--- src/rtl/nsf_pkg.sv ---
package nsf_pkg;

    localparam int NAME_LEN      = 5;
    localparam int NAME_LEN_W    = 3;
    localparam int COUNT_W       = 6;
    localparam int QUEUE_DEPTH   = 4;
    localparam int QUEUE_PTR_W   = $clog2(QUEUE_DEPTH);
    localparam int QUEUE_CNT_W   = $clog2(QUEUE_DEPTH + 1);

    localparam logic [7:0] CH_CR     = 8'd13;
    localparam logic [7:0] CH_LF     = 8'd10;
    localparam logic [7:0] CH_DOLLAR = 8'h24;
    localparam logic [7:0] CH_STAR   = 8'h2A;
    localparam logic [7:0] CH_COMMA  = 8'h2C;

    localparam logic [COUNT_W-1:0]    COUNT_MAX    = 6'd63;
    localparam logic [NAME_LEN_W-1:0] NAME_FULL    = 3'd5;
    localparam logic [NAME_LEN_W-1:0] NAME_OVER    = 3'd6;

    localparam logic [8*NAME_LEN-1:0] NAME_GPGGA = "GPGGA";
    localparam logic [8*NAME_LEN-1:0] NAME_GPRMC = "GPRMC";
    localparam logic [8*NAME_LEN-1:0] NAME_GPGSA = "GPGSA";
    localparam logic [8*NAME_LEN-1:0] NAME_GPGSV = "GPGSV";

    typedef enum logic [2:0] {
        KIND_UNKNOWN = 3'd0,
        KIND_GPGGA   = 3'd1,
        KIND_GPRMC   = 3'd2,
        KIND_GPGSA   = 3'd3,
        KIND_GPGSV   = 3'd4
    } kind_t;

    typedef enum logic [2:0] {
        VERDICT_ACCEPTED   = 3'd0,
        VERDICT_NO_DOLLAR  = 3'd1,
        VERDICT_BAD_SUFFIX = 3'd2,
        VERDICT_MISMATCH   = 3'd3,
        VERDICT_EMPTY      = 3'd4,
        VERDICT_FEW_FIELDS = 3'd5
    } verdict_t;

    typedef enum logic [1:0] {
        TOK_FIRST = 2'd0,
        TOK_BODY  = 2'd1,
        TOK_END   = 2'd2
    } tok_kind_t;

    typedef struct packed {
        tok_kind_t  kind;
        logic [7:0] data;
        logic       is_dollar;
        logic       is_star;
        logic       is_comma;
        logic       hex_ok;
        logic [3:0] hex_val;
    } token_t;

    function automatic logic [COUNT_W-1:0] min_fields(kind_t k);
        logic [COUNT_W-1:0] m;
        m = '0;
        unique case (k)
            KIND_GPGGA: m = 6'd13;
            KIND_GPRMC: m = 6'd12;
            KIND_GPGSA: m = 6'd3;
            KIND_GPGSV: m = 6'd4;
            default:    m = '0;
        endcase
        return m;
    endfunction

endpackage

--- src/rtl/nsf_if.sv ---
interface nsf_byte_if;
    logic       valid;
    logic       ready;
    logic [7:0] rx_byte;

    modport source (output valid, output rx_byte, input ready);
    modport sink   (input valid, input rx_byte, output ready);
endinterface

interface nsf_result_if;
    logic       valid;
    logic       ready;
    logic [2:0] sentence_kind;
    logic [2:0] verdict;
    logic       checksum_present;
    logic [7:0] computed_checksum;
    logic [5:0] field_count;

    modport source (output valid, output sentence_kind, output verdict,
                    output checksum_present, output computed_checksum,
                    output field_count, input ready);
    modport sink   (input valid, input sentence_kind, input verdict,
                    input checksum_present, input computed_checksum,
                    input field_count, output ready);
endinterface

--- src/rtl/nmea_sentence_framer_unit.sv ---
// channel  | role   | payload
// ---------+--------+---------------------------------------------------------
// rx       | sink   | rx_byte[7:0]
// result   | source | sentence_kind[2:0] verdict[2:0] checksum_present
//          |        | computed_checksum[7:0] field_count[5:0]
//
// One byte is taken every cycle while the queue has room; the front classifies
// it and the back updates the line state off a four-entry token queue.
// A result leaves from an output register that is loaded when the back
// pops its terminator, and the queue keeps bytes flowing while it waits.
// A stalled result holds the back only on the next line end; rx.ready
// drops once the queue is full. Reset (rst_n, async) returns to between lines.
module nmea_sentence_framer_unit (
    input  logic         clk,
    input  logic         rst_n,
    nsf_byte_if.sink     rx,
    nsf_result_if.source result
);

    logic            push_valid;
    nsf_pkg::token_t push_token;
    logic            queue_full;
    logic            tok_valid;
    nsf_pkg::token_t tok;
    logic            pop;

    nsf_front u_front (
        .clk        (clk),
        .rst_n      (rst_n),
        .rx         (rx),
        .push_valid (push_valid),
        .push_token (push_token),
        .queue_full (queue_full)
    );

    nsf_queue u_queue (
        .clk        (clk),
        .rst_n      (rst_n),
        .push       (push_valid),
        .push_token (push_token),
        .full       (queue_full),
        .pop_valid  (tok_valid),
        .pop_token  (tok),
        .pop        (pop)
    );

    nsf_back u_back (
        .clk       (clk),
        .rst_n     (rst_n),
        .tok_valid (tok_valid),
        .tok       (tok),
        .pop       (pop),
        .result    (result)
    );

endmodule

--- src/rtl/nsf_front.sv ---
module nsf_front (
    input  logic            clk,
    input  logic            rst_n,
    nsf_byte_if.sink        rx,
    output logic            push_valid,
    output nsf_pkg::token_t push_token,
    input  logic            queue_full
);

    logic line_open_reg;
    logic line_open_next;
    logic is_term;
    logic accept;
    logic [7:0] b;

    assign b        = rx.rx_byte;
    assign is_term  = (b == nsf_pkg::CH_CR) || (b == nsf_pkg::CH_LF);
    assign rx.ready = !queue_full;
    assign accept   = rx.valid && !queue_full;

    // drop terminators that fall between lines
    assign push_valid = rx.valid && !(is_term && !line_open_reg);

    always_comb
    begin
        push_token.data      = b;
        push_token.is_dollar = (b == nsf_pkg::CH_DOLLAR);
        push_token.is_star   = (b == nsf_pkg::CH_STAR);
        push_token.is_comma  = (b == nsf_pkg::CH_COMMA);
        push_token.hex_ok    = 1'b1;
        push_token.hex_val   = '0;
        priority if (b >= "0" && b <= "9")
            push_token.hex_val = 4'(b - 8'h30);
        else if (b >= "A" && b <= "F")
            push_token.hex_val = 4'(b - 8'h37);
        else if (b >= "a" && b <= "f")
            push_token.hex_val = 4'(b - 8'h57);
        else
            push_token.hex_ok = 1'b0;

        priority if (is_term)
            push_token.kind = nsf_pkg::TOK_END;
        else if (!line_open_reg)
            push_token.kind = nsf_pkg::TOK_FIRST;
        else
            push_token.kind = nsf_pkg::TOK_BODY;
    end

    always_comb
    begin
        line_open_next = line_open_reg;
        if (accept)
            line_open_next = !is_term;
    end

    always_ff @(posedge clk or negedge rst_n)
    begin
        if (!rst_n)
            line_open_reg <= 1'b0;
        else
            line_open_reg <= line_open_next;
    end

endmodule

--- src/rtl/nsf_queue.sv ---
module nsf_queue (
    input  logic            clk,
    input  logic            rst_n,
    input  logic            push,
    input  nsf_pkg::token_t push_token,
    output logic            full,
    output logic            pop_valid,
    output nsf_pkg::token_t pop_token,
    input  logic            pop
);

    localparam logic [nsf_pkg::QUEUE_PTR_W-1:0] PTR_LAST =
        nsf_pkg::QUEUE_PTR_W'(nsf_pkg::QUEUE_DEPTH - 1);
    localparam logic [nsf_pkg::QUEUE_CNT_W-1:0] CNT_FULL =
        nsf_pkg::QUEUE_CNT_W'(nsf_pkg::QUEUE_DEPTH);

    nsf_pkg::token_t slots [nsf_pkg::QUEUE_DEPTH];

    logic [nsf_pkg::QUEUE_PTR_W-1:0] wr_ptr_reg, wr_ptr_next;
    logic [nsf_pkg::QUEUE_PTR_W-1:0] rd_ptr_reg, rd_ptr_next;
    logic [nsf_pkg::QUEUE_CNT_W-1:0] count_reg, count_next;
    logic do_push, do_pop;

    assign full      = (count_reg == CNT_FULL);
    assign pop_valid = (count_reg != '0);
    assign pop_token = slots[rd_ptr_reg];
    assign do_push   = push && !full;
    assign do_pop    = pop && pop_valid;

    always_comb
    begin
        wr_ptr_next = wr_ptr_reg;
        rd_ptr_next = rd_ptr_reg;
        count_next  = count_reg;
        if (do_push)
            wr_ptr_next = (wr_ptr_reg == PTR_LAST) ? '0 : wr_ptr_reg + 1'b1;
        if (do_pop)
            rd_ptr_next = (rd_ptr_reg == PTR_LAST) ? '0 : rd_ptr_reg + 1'b1;
        unique case ({do_push, do_pop})
            2'b10:   count_next = count_reg + 1'b1;
            2'b01:   count_next = count_reg - 1'b1;
            default: count_next = count_reg;
        endcase
    end

    always_ff @(posedge clk or negedge rst_n)
    begin
        if (!rst_n)
        begin
            wr_ptr_reg <= '0;
            rd_ptr_reg <= '0;
            count_reg  <= '0;
        end
        else
        begin
            wr_ptr_reg <= wr_ptr_next;
            rd_ptr_reg <= rd_ptr_next;
            count_reg  <= count_next;
        end
    end

    always_ff @(posedge clk)
    begin
        if (do_push)
            slots[wr_ptr_reg] <= push_token;
    end

endmodule

--- src/rtl/nsf_back.sv ---
module nsf_back (
    input  logic            clk,
    input  logic            rst_n,
    input  logic            tok_valid,
    input  nsf_pkg::token_t tok,
    output logic            pop,
    nsf_result_if.source    result
);

    logic                                starts_dollar_reg, starts_dollar_next;
    logic                                after_star_reg, after_star_next;
    logic [7:0]                          xor_reg, xor_next;
    logic [1:0]                          suffix_len_reg, suffix_len_next;
    logic [7:0]                          suffix_val_reg, suffix_val_next;
    logic                                suffix_bad_reg, suffix_bad_next;
    logic [nsf_pkg::COUNT_W-1:0]         comma_cnt_reg, comma_cnt_next;
    logic                                last_comma_reg, last_comma_next;
    logic                                nonempty_reg, nonempty_next;
    logic [nsf_pkg::NAME_LEN_W-1:0]      name_len_reg, name_len_next;
    logic [7:0]                          name_chars [nsf_pkg::NAME_LEN];
    logic                                name_wr;

    logic                                out_valid_reg, out_valid_next;
    nsf_pkg::kind_t                      out_kind_reg;
    nsf_pkg::verdict_t                   out_verdict_reg;
    logic                                out_present_reg;
    logic [7:0]                          out_xor_reg;
    logic [nsf_pkg::COUNT_W-1:0]         out_fields_reg;

    logic                                res_load;
    logic                                is_end;
    nsf_pkg::kind_t                      fin_kind;
    nsf_pkg::verdict_t                   fin_verdict;
    logic [nsf_pkg::COUNT_W-1:0]         fin_fields;
    logic [8*nsf_pkg::NAME_LEN-1:0]      name_word;

    // a line end waits until the output register is free
    assign is_end = (tok.kind == nsf_pkg::TOK_END);
    assign pop    = tok_valid && (!is_end || !out_valid_reg || result.ready);

    always_comb
    begin
        starts_dollar_next = starts_dollar_reg;
        after_star_next    = after_star_reg;
        xor_next           = xor_reg;
        suffix_len_next    = suffix_len_reg;
        suffix_val_next    = suffix_val_reg;
        suffix_bad_next    = suffix_bad_reg;
        comma_cnt_next     = comma_cnt_reg;
        last_comma_next    = last_comma_reg;
        nonempty_next      = nonempty_reg;
        name_len_next      = name_len_reg;
        name_wr            = 1'b0;
        res_load           = 1'b0;
        if (pop)
        begin
            unique case (tok.kind)
                nsf_pkg::TOK_FIRST:
                begin
                    starts_dollar_next = tok.is_dollar;
                end
                nsf_pkg::TOK_BODY:
                begin
                    if (starts_dollar_reg)
                    begin
                        priority if (after_star_reg)
                        begin
                            if (suffix_len_reg >= 2'd2 || !tok.hex_ok)
                                suffix_bad_next = 1'b1;
                            else
                                suffix_val_next = {suffix_val_reg[3:0], tok.hex_val};
                            if (suffix_len_reg != 2'd3)
                                suffix_len_next = suffix_len_reg + 1'b1;
                        end
                        else if (tok.is_star)
                        begin
                            after_star_next = 1'b1;
                        end
                        else
                        begin
                            xor_next      = xor_reg ^ tok.data;
                            nonempty_next = 1'b1;
                            if (tok.is_comma)
                            begin
                                if (comma_cnt_reg != nsf_pkg::COUNT_MAX)
                                    comma_cnt_next = comma_cnt_reg + 1'b1;
                                last_comma_next = 1'b1;
                            end
                            else
                            begin
                                last_comma_next = 1'b0;
                                if (comma_cnt_reg == '0)
                                begin
                                    name_wr = (name_len_reg < nsf_pkg::NAME_FULL);
                                    if (name_len_reg < nsf_pkg::NAME_OVER)
                                        name_len_next = name_len_reg + 1'b1;
                                end
                            end
                        end
                    end
                end
                nsf_pkg::TOK_END:
                begin
                    res_load           = 1'b1;
                    starts_dollar_next = 1'b0;
                    after_star_next    = 1'b0;
                    xor_next           = '0;
                    suffix_len_next    = '0;
                    suffix_val_next    = '0;
                    suffix_bad_next    = 1'b0;
                    comma_cnt_next     = '0;
                    last_comma_next    = 1'b0;
                    nonempty_next      = 1'b0;
                    name_len_next      = '0;
                end
                default:
                begin
                end
            endcase
        end
    end

    // kind, field count and verdict of the line that is closing
    always_comb
    begin
        name_word = {name_chars[0], name_chars[1], name_chars[2],
                     name_chars[3], name_chars[4]};
        fin_kind = nsf_pkg::KIND_UNKNOWN;
        if (name_len_reg == nsf_pkg::NAME_FULL)
        begin
            priority if (name_word == nsf_pkg::NAME_GPGGA)
                fin_kind = nsf_pkg::KIND_GPGGA;
            else if (name_word == nsf_pkg::NAME_GPRMC)
                fin_kind = nsf_pkg::KIND_GPRMC;
            else if (name_word == nsf_pkg::NAME_GPGSA)
                fin_kind = nsf_pkg::KIND_GPGSA;
            else if (name_word == nsf_pkg::NAME_GPGSV)
                fin_kind = nsf_pkg::KIND_GPGSV;
            else
                fin_kind = nsf_pkg::KIND_UNKNOWN;
        end

        fin_fields = '0;
        if (nonempty_reg)
        begin
            fin_fields = comma_cnt_reg;
            if (!last_comma_reg && comma_cnt_reg != nsf_pkg::COUNT_MAX)
                fin_fields = comma_cnt_reg + 1'b1;
        end

        priority if (!starts_dollar_reg)
            fin_verdict = nsf_pkg::VERDICT_NO_DOLLAR;
        else if (after_star_reg && (suffix_len_reg != 2'd2 || suffix_bad_reg))
            fin_verdict = nsf_pkg::VERDICT_BAD_SUFFIX;
        else if (after_star_reg && suffix_val_reg != xor_reg)
            fin_verdict = nsf_pkg::VERDICT_MISMATCH;
        else if (fin_fields == '0 || fin_kind == nsf_pkg::KIND_UNKNOWN)
            fin_verdict = nsf_pkg::VERDICT_EMPTY;
        else if (fin_fields < nsf_pkg::min_fields(fin_kind))
            fin_verdict = nsf_pkg::VERDICT_FEW_FIELDS;
        else
            fin_verdict = nsf_pkg::VERDICT_ACCEPTED;
    end

    always_comb
    begin
        out_valid_next = out_valid_reg;
        if (res_load)
            out_valid_next = 1'b1;
        else if (result.ready)
            out_valid_next = 1'b0;
    end

    always_ff @(posedge clk or negedge rst_n)
    begin
        if (!rst_n)
        begin
            starts_dollar_reg <= 1'b0;
            after_star_reg    <= 1'b0;
            xor_reg           <= '0;
            suffix_len_reg    <= '0;
            suffix_val_reg    <= '0;
            suffix_bad_reg    <= 1'b0;
            comma_cnt_reg     <= '0;
            last_comma_reg    <= 1'b0;
            nonempty_reg      <= 1'b0;
            name_len_reg      <= '0;
            out_valid_reg     <= 1'b0;
        end
        else
        begin
            starts_dollar_reg <= starts_dollar_next;
            after_star_reg    <= after_star_next;
            xor_reg           <= xor_next;
            suffix_len_reg    <= suffix_len_next;
            suffix_val_reg    <= suffix_val_next;
            suffix_bad_reg    <= suffix_bad_next;
            comma_cnt_reg     <= comma_cnt_next;
            last_comma_reg    <= last_comma_next;
            nonempty_reg      <= nonempty_next;
            name_len_reg      <= name_len_next;
            out_valid_reg     <= out_valid_next;
        end
    end

    always_ff @(posedge clk)
    begin
        for (int k = 0; k < nsf_pkg::NAME_LEN; k++)
        begin
            if (name_wr && name_len_reg == nsf_pkg::NAME_LEN_W'(k))
                name_chars[k] <= tok.data;
        end
        if (res_load)
        begin
            out_verdict_reg <= fin_verdict;
            if (starts_dollar_reg)
            begin
                out_kind_reg    <= fin_kind;
                out_present_reg <= after_star_reg;
                out_xor_reg     <= xor_reg;
                out_fields_reg  <= fin_fields;
            end
            else
            begin
                out_kind_reg    <= nsf_pkg::KIND_UNKNOWN;
                out_present_reg <= 1'b0;
                out_xor_reg     <= '0;
                out_fields_reg  <= '0;
            end
        end
    end

    assign result.valid             = out_valid_reg;
    assign result.sentence_kind     = out_kind_reg;
    assign result.verdict           = out_verdict_reg;
    assign result.checksum_present  = out_present_reg;
    assign result.computed_checksum = out_xor_reg;
    assign result.field_count       = out_fields_reg;

    a_no_dollar_blank: assert property (@(posedge clk) disable iff (!rst_n)
        out_valid_reg && out_verdict_reg == nsf_pkg::VERDICT_NO_DOLLAR
        |-> out_kind_reg == nsf_pkg::KIND_UNKNOWN && out_fields_reg == '0
            && out_xor_reg == '0 && !out_present_reg)
        else $error("no-dollar result carries body data");

    a_accept_known: assert property (@(posedge clk) disable iff (!rst_n)
        out_valid_reg && out_verdict_reg == nsf_pkg::VERDICT_ACCEPTED
        |-> out_kind_reg != nsf_pkg::KIND_UNKNOWN && out_fields_reg != '0)
        else $error("accepted line without kind or fields");

    a_star_needs_dollar: assert property (@(posedge clk) disable iff (!rst_n)
        after_star_reg |-> starts_dollar_reg)
        else $error("suffix tracked on a line without dollar");

    a_long_suffix_bad: assert property (@(posedge clk) disable iff (!rst_n)
        suffix_len_reg == 2'd3 |-> suffix_bad_reg)
        else $error("over-long suffix not flagged");

    a_end_clears: assert property (@(posedge clk) disable iff (!rst_n)
        res_load |=> !after_star_reg && comma_cnt_reg == '0 && name_len_reg == '0
                     && out_valid_reg)
        else $error("line state not cleared at line end");

endmodule
--- src/flat_wrapper.sv ---
// flat-port wrapper written by rule: the top's interface ports become plain ports
module nmea_sentence_framer_unit_flat 
  (clk, rst_n, rx_valid, rx_rx_byte, rx_ready, result_valid, result_sentence_kind, result_verdict, result_checksum_present, result_computed_checksum, result_field_count, result_ready);
  nsf_byte_if rx_i ();
  nsf_result_if result_i ();
  input  logic clk;
  input  logic rst_n;
  input wire logic [$bits(rx_i.valid)-1:0] rx_valid;
  input wire logic [$bits(rx_i.rx_byte)-1:0] rx_rx_byte;
  output wire logic [$bits(rx_i.ready)-1:0] rx_ready;
  output wire logic [$bits(result_i.valid)-1:0] result_valid;
  output wire logic [$bits(result_i.sentence_kind)-1:0] result_sentence_kind;
  output wire logic [$bits(result_i.verdict)-1:0] result_verdict;
  output wire logic [$bits(result_i.checksum_present)-1:0] result_checksum_present;
  output wire logic [$bits(result_i.computed_checksum)-1:0] result_computed_checksum;
  output wire logic [$bits(result_i.field_count)-1:0] result_field_count;
  input wire logic [$bits(result_i.ready)-1:0] result_ready;
  assign rx_i.valid = rx_valid;
  assign rx_i.rx_byte = rx_rx_byte;
  assign rx_ready = rx_i.ready;
  assign result_valid = result_i.valid;
  assign result_sentence_kind = result_i.sentence_kind;
  assign result_verdict = result_i.verdict;
  assign result_checksum_present = result_i.checksum_present;
  assign result_computed_checksum = result_i.computed_checksum;
  assign result_field_count = result_i.field_count;
  assign result_i.ready = result_ready;
  nmea_sentence_framer_unit u_core (.clk(clk), .rst_n(rst_n), .rx(rx_i), .result(result_i));
endmodule
--- config.mk ---
export PLATFORM = sky130hd
export DESIGN_NAME = nmea_sentence_framer_unit_flat
export DESIGN_NICKNAME = d
export VERILOG_FILES = /design/src/rtl/nsf_pkg.sv /design/src/rtl/nsf_if.sv /design/src/rtl/nmea_sentence_framer_unit.sv /design/src/rtl/nsf_front.sv /design/src/rtl/nsf_queue.sv /design/src/rtl/nsf_back.sv /design/src/flat_wrapper.sv
export SDC_FILE = /design/constraint.sdc
export NUM_CORES = 1
export LEC_CHECK = 0
export BUFFER_PORTS_ARGS = -buffer_cell sky130_fd_sc_hd__buf_4
export CORE_ASPECT_RATIO = 1.1
export CORE_MARGIN = 2
export CORE_UTILIZATION = 34
export DETAILED_ROUTE_END_ITERATION = 7
export GPL_TIMING_DRIVEN = 0
export PLACE_DENSITY_LB_ADDON = 0.1
export SYNTH_ARGS = -nofsm -noshare
export SYNTH_HDL_FRONTEND = slang
export SYNTH_HIERARCHICAL = 1
export SYNTH_SLANG_ARGS = --single-unit
export TNS_END_PERCENT = 10
--- constraint.sdc ---
create_clock -name clk -period 2.5 [get_ports clk]
set_input_delay 0.25 -clock clk [delete_from_list [all_inputs] [get_ports clk]]
set_output_delay 0.25 -clock clk [all_outputs]
set_load 0.03 [all_outputs]
==> key figures <==
Setup path
  – CP arrival: roughly 3.1 ns
  – Stages on worst setup path: 11
  – CP Class: reg -> reg
  – FF-to-FF path depth: 11
  – Flop2flop setup slack: -0.38 ns
  – CP max-delay cell: edfxtp_1
  – Worst R2R Start: u_core/u_back/name_chars[0][35]$_DFFE_PP_
  – CP Buf/Inv Count: 0
  – Worst setup EP type: flip-flop
  – CP delay by family, top: compound AO/OA/AOI/OAI gates
  – Crit path cell chain: nor4_4, and4_4, nand4_1, a211o_1, o31a_1, ha_4, a21oi_2, nor2b_1, a311oi_1, o211ai_1, o31ai_1
  – Worst reg2reg path endpoint: u_core/u_back/result.verdict[0]$_SDFFCE_PN1P_
  – Worst setup SP type: flip-flop
  – Req. time, crit path: approximately 2.8 ns
  – Largest stage delay on the critical path: 0.41 ns
  – Crit path max fanout: 4

Clock network
  – CTS Sinks: ~170
  – Clock-pin slew on the worst setup and hold paths: about 0.060 ns
  – Worst skew pair latency: 0.42 ns
  – H-tree levels: 4
  – Root buffer cell: clkbuf_16
  – CTS buffer count: 17
  – CTS tree: yes
  – Bufs on Longest Clock Path: 2

Floorplan
  – Core Footprint: around 0.023 mm^2
  – # IOs: 35
  – Full die area: roughly 0.025 mm^2
  – Height of the die: between 150 and 200 um
  – # rows: 58
  – Initial Util: 34.7%
  – Die W: between 100 and 150 um

Min path
  – Hold endpoint: u_core/u_queue/slots[3][10]$_DFFE_PP_
  – Min-delay src: rx_rx_byte[2]
  – Worst hold path class: in -> reg
  – WHS Path Cells: 1

Logic synthesis
  – Synth area leaders: edfxtp_1, dfrtp_1, mux4_2, ha_1, nand2_1
  – Sequential element share of the synthesized area: around 63%
  – Top cells by count, synth: edfxtp_1, nand2_1, dfrtp_1
  – Most common cell in the netlist: edfxtp_1
  – Post-Synthesis Cells: approximately 570
  – Post-synth ARST share: between 20% and 30%
  – Post-Synthesis Net Count: just over 600
  – Synth unique cells: about 80
  – Synth area leader: edfxtp_1
  – Post-synth EDFFs: between 100 and 150
  – Seq cells post-synth: roughly 170
  – Most used DFF post-synth: edfxtp_1
  – Avg Cell Area, Syn: ~14 um^2
  – YS warnings: 6
  – Post-Syn Area: about 0.008 mm^2
  – Post-synth top area share: about 50%

Outcome
  – Status: finished with violations
  – Failing checks: setup timing

Detailed routing
  – Routed vias: 4860
  – Drt drc: 0
  – Mean routed wirelength per cell: approximately 17 um
  – Final ANT Viol Nets: 0
  – First-pass iteration count of the detailed router: 4
  – Drt via density: 4.98
  – Total wire length: around 17000 um
  – Initial DRC count: between 200 and 300

STA
  – Final worst slack: -0.381 ns
  – Rel. slew slack: 29.4%
  – Final hold violation count: 0
  – # setup viols final: 37
  – Hold Worst Slack: 0.0357 ns
  – RSZ-0062 raised after global routing: true
  – Tmin final: a little under 3 ns
  – Worst-margin pin slew: approximately 1.1 ns
  – Tcrit/Tclk final: 115%
  – Final slew viol count: 0
  – Setup Skew: 0.0101 ns
  – Fmax achieved: roughly 0.35 GHz

Pwr
  – Max IR drop VDD: 0.528 mV
  – Total Power: 10800 uW
  – PD cells: about 1100 mW/mm^2
  – Leakage: roughly 0.0036 uW

Global route
  – Initial antenna violation count: 0
  – GRT Residual Overflow: 0
  – First-pass GRT wire length: ~26000 um
  – Largest net degree at the start of global routing: 42
  – Vias in the first global route: between 4k and 5k
  – GRT Util Overall: 14.2%

Place
  – HPWL Detailed: 11500 um
  – Buffers on Ports: 33
  – GPL Wtd Cong: between 0.8 and 0.9

Job
  – # Max-Cap Violations: 0

Cells and area
  – Utilization after layout: 42.7%
  – Largest Register: u_core/u_queue/slots
  – ANT cells: 0
  – Area grow syn2layout: 22.9%
  – # nets final: 697
  – Max reg flops: just over 70
  – Layout cells sized above 1: a little over a quarter
  – Largest registers: u_core/u_queue/slots (72), u_core/u_back/name_chars (40)
stage by stage:
step | setup TNS (ns) | setup WS, ns | instance area, um^2 | cells
2_1_floorplan | -0.236 | -0.103 | 7950 | 573
3_5_place_dp | -60.74 | -0.677 | 8570 | 906
5_1_grt | -9.05 | -0.607 | 9750 | 975
4_1_cts | -16.23 | -0.369 | 9410 | 954
3_3_place_gp | -60.45 | -0.659 | 8570 | 906
6_report | -2.20 | -0.381 | 9750 | 975
layout by cell type, fill, tap and decap left out, drive strengths merged, types with 10 or more instances in the layout:
| cell | count |
|---|---|
| clkbuf | 27 |
| and2 | 18 |
| nor2 | 27 |
| edfxtp | 133 |
| and3 | 11 |
| dfrtp | 41 |
| buf | 89 |
| mux4 | 18 |
| nand2 | 48 |
| nand3 | 11 |
| inv | 28 |
| ha | 22 |
| and4 | 10 |
| o21ai | 39 |
| xnor2 | 10 |
kinds of logic after synthesis:
family          synth area share (%)
compound gates                  7.54
xor+xnor                        1.32
fa+ha+maj                       3.72
buf+inv                         3.39
flops                           63.3
mux                             6.67
simple gates                    14.1
routing by layer:
| metal | share of wire [%] | track usage (%) | vias to the layer above |
|---|---|---|---|
| met1 | 45 | 17.4 | 2402 |
| met5 | 0 | 0 | - |
| met3 | 3.1 | 2.44 | 21 |
| li1 | - | - | 2337 |
| met2 | 50 | 24.7 | 100 |
| met4 | 2.3 | 5.70 | 0 |
where the power goes:
part | internal, uW | leakage [uW] | switching, uW
Clock | 1590 | 0.000293 | 1120
Combinational | 1670 | 0.00162 | 2160
Sequential | 3860 | 0.00174 | 352
worst max path at each step:
stage,from,end,slack [ns]
final,u_core/u_back/name_chars[0][35]$_DFFE_PP_,u_core/u_back/result.verdict[0]$_SDFFCE_PN1P_,-0.38
after floorplan,u_core/u_back/name_chars[0][35]$_DFFE_PP_,u_core/u_back/result.verdict[0]$_SDFFCE_PN1P_,-0.10
after global routing,u_core/u_back/name_chars[0][35]$_DFFE_PP_,u_core/u_back/result.verdict[0]$_SDFFCE_PN1P_,-0.61
after global placement,u_core/u_back/name_chars[0][37]$_DFFE_PP_,u_core/u_back/result.verdict[0]$_SDFFCE_PN1P_,-0.66
after detailed placement,u_core/u_queue/rd_ptr_reg[1]$_DFFE_PN0P_,u_core/u_queue/count_reg[2]$_DFFE_PN0P_,-0.68
after CTS,u_core/u_back/name_chars[0][11]$_DFFE_PP_,u_core/u_back/result.verdict[0]$_SDFFCE_PN1P_,-0.37
repair_timing:
| item | CTS | global route |
|---|---|---|
| hold endpoints to repair | 41 | 0 |
| hold buffers | 1 | 0 |
| pin swaps | 8 | 15 |
| setup buffers | 15 | 21 |
| setup endpoints to repair | 98 | 95 |
| gates resized for setup | 32 | 48 |
| gates cloned | 0 | 0 |
area by class of cell:
cell class,instances,area (um^2)
plain buffers,30,225
clock inverters,15,184
multi-input cells,344,2840
fillers,2093,13100
flip-flops and latches,174,5020
repair buffers,70,569
clock buffers,17,425
inverters,25,108
well taps,300,375
Power figures use the tool's default switching activity.
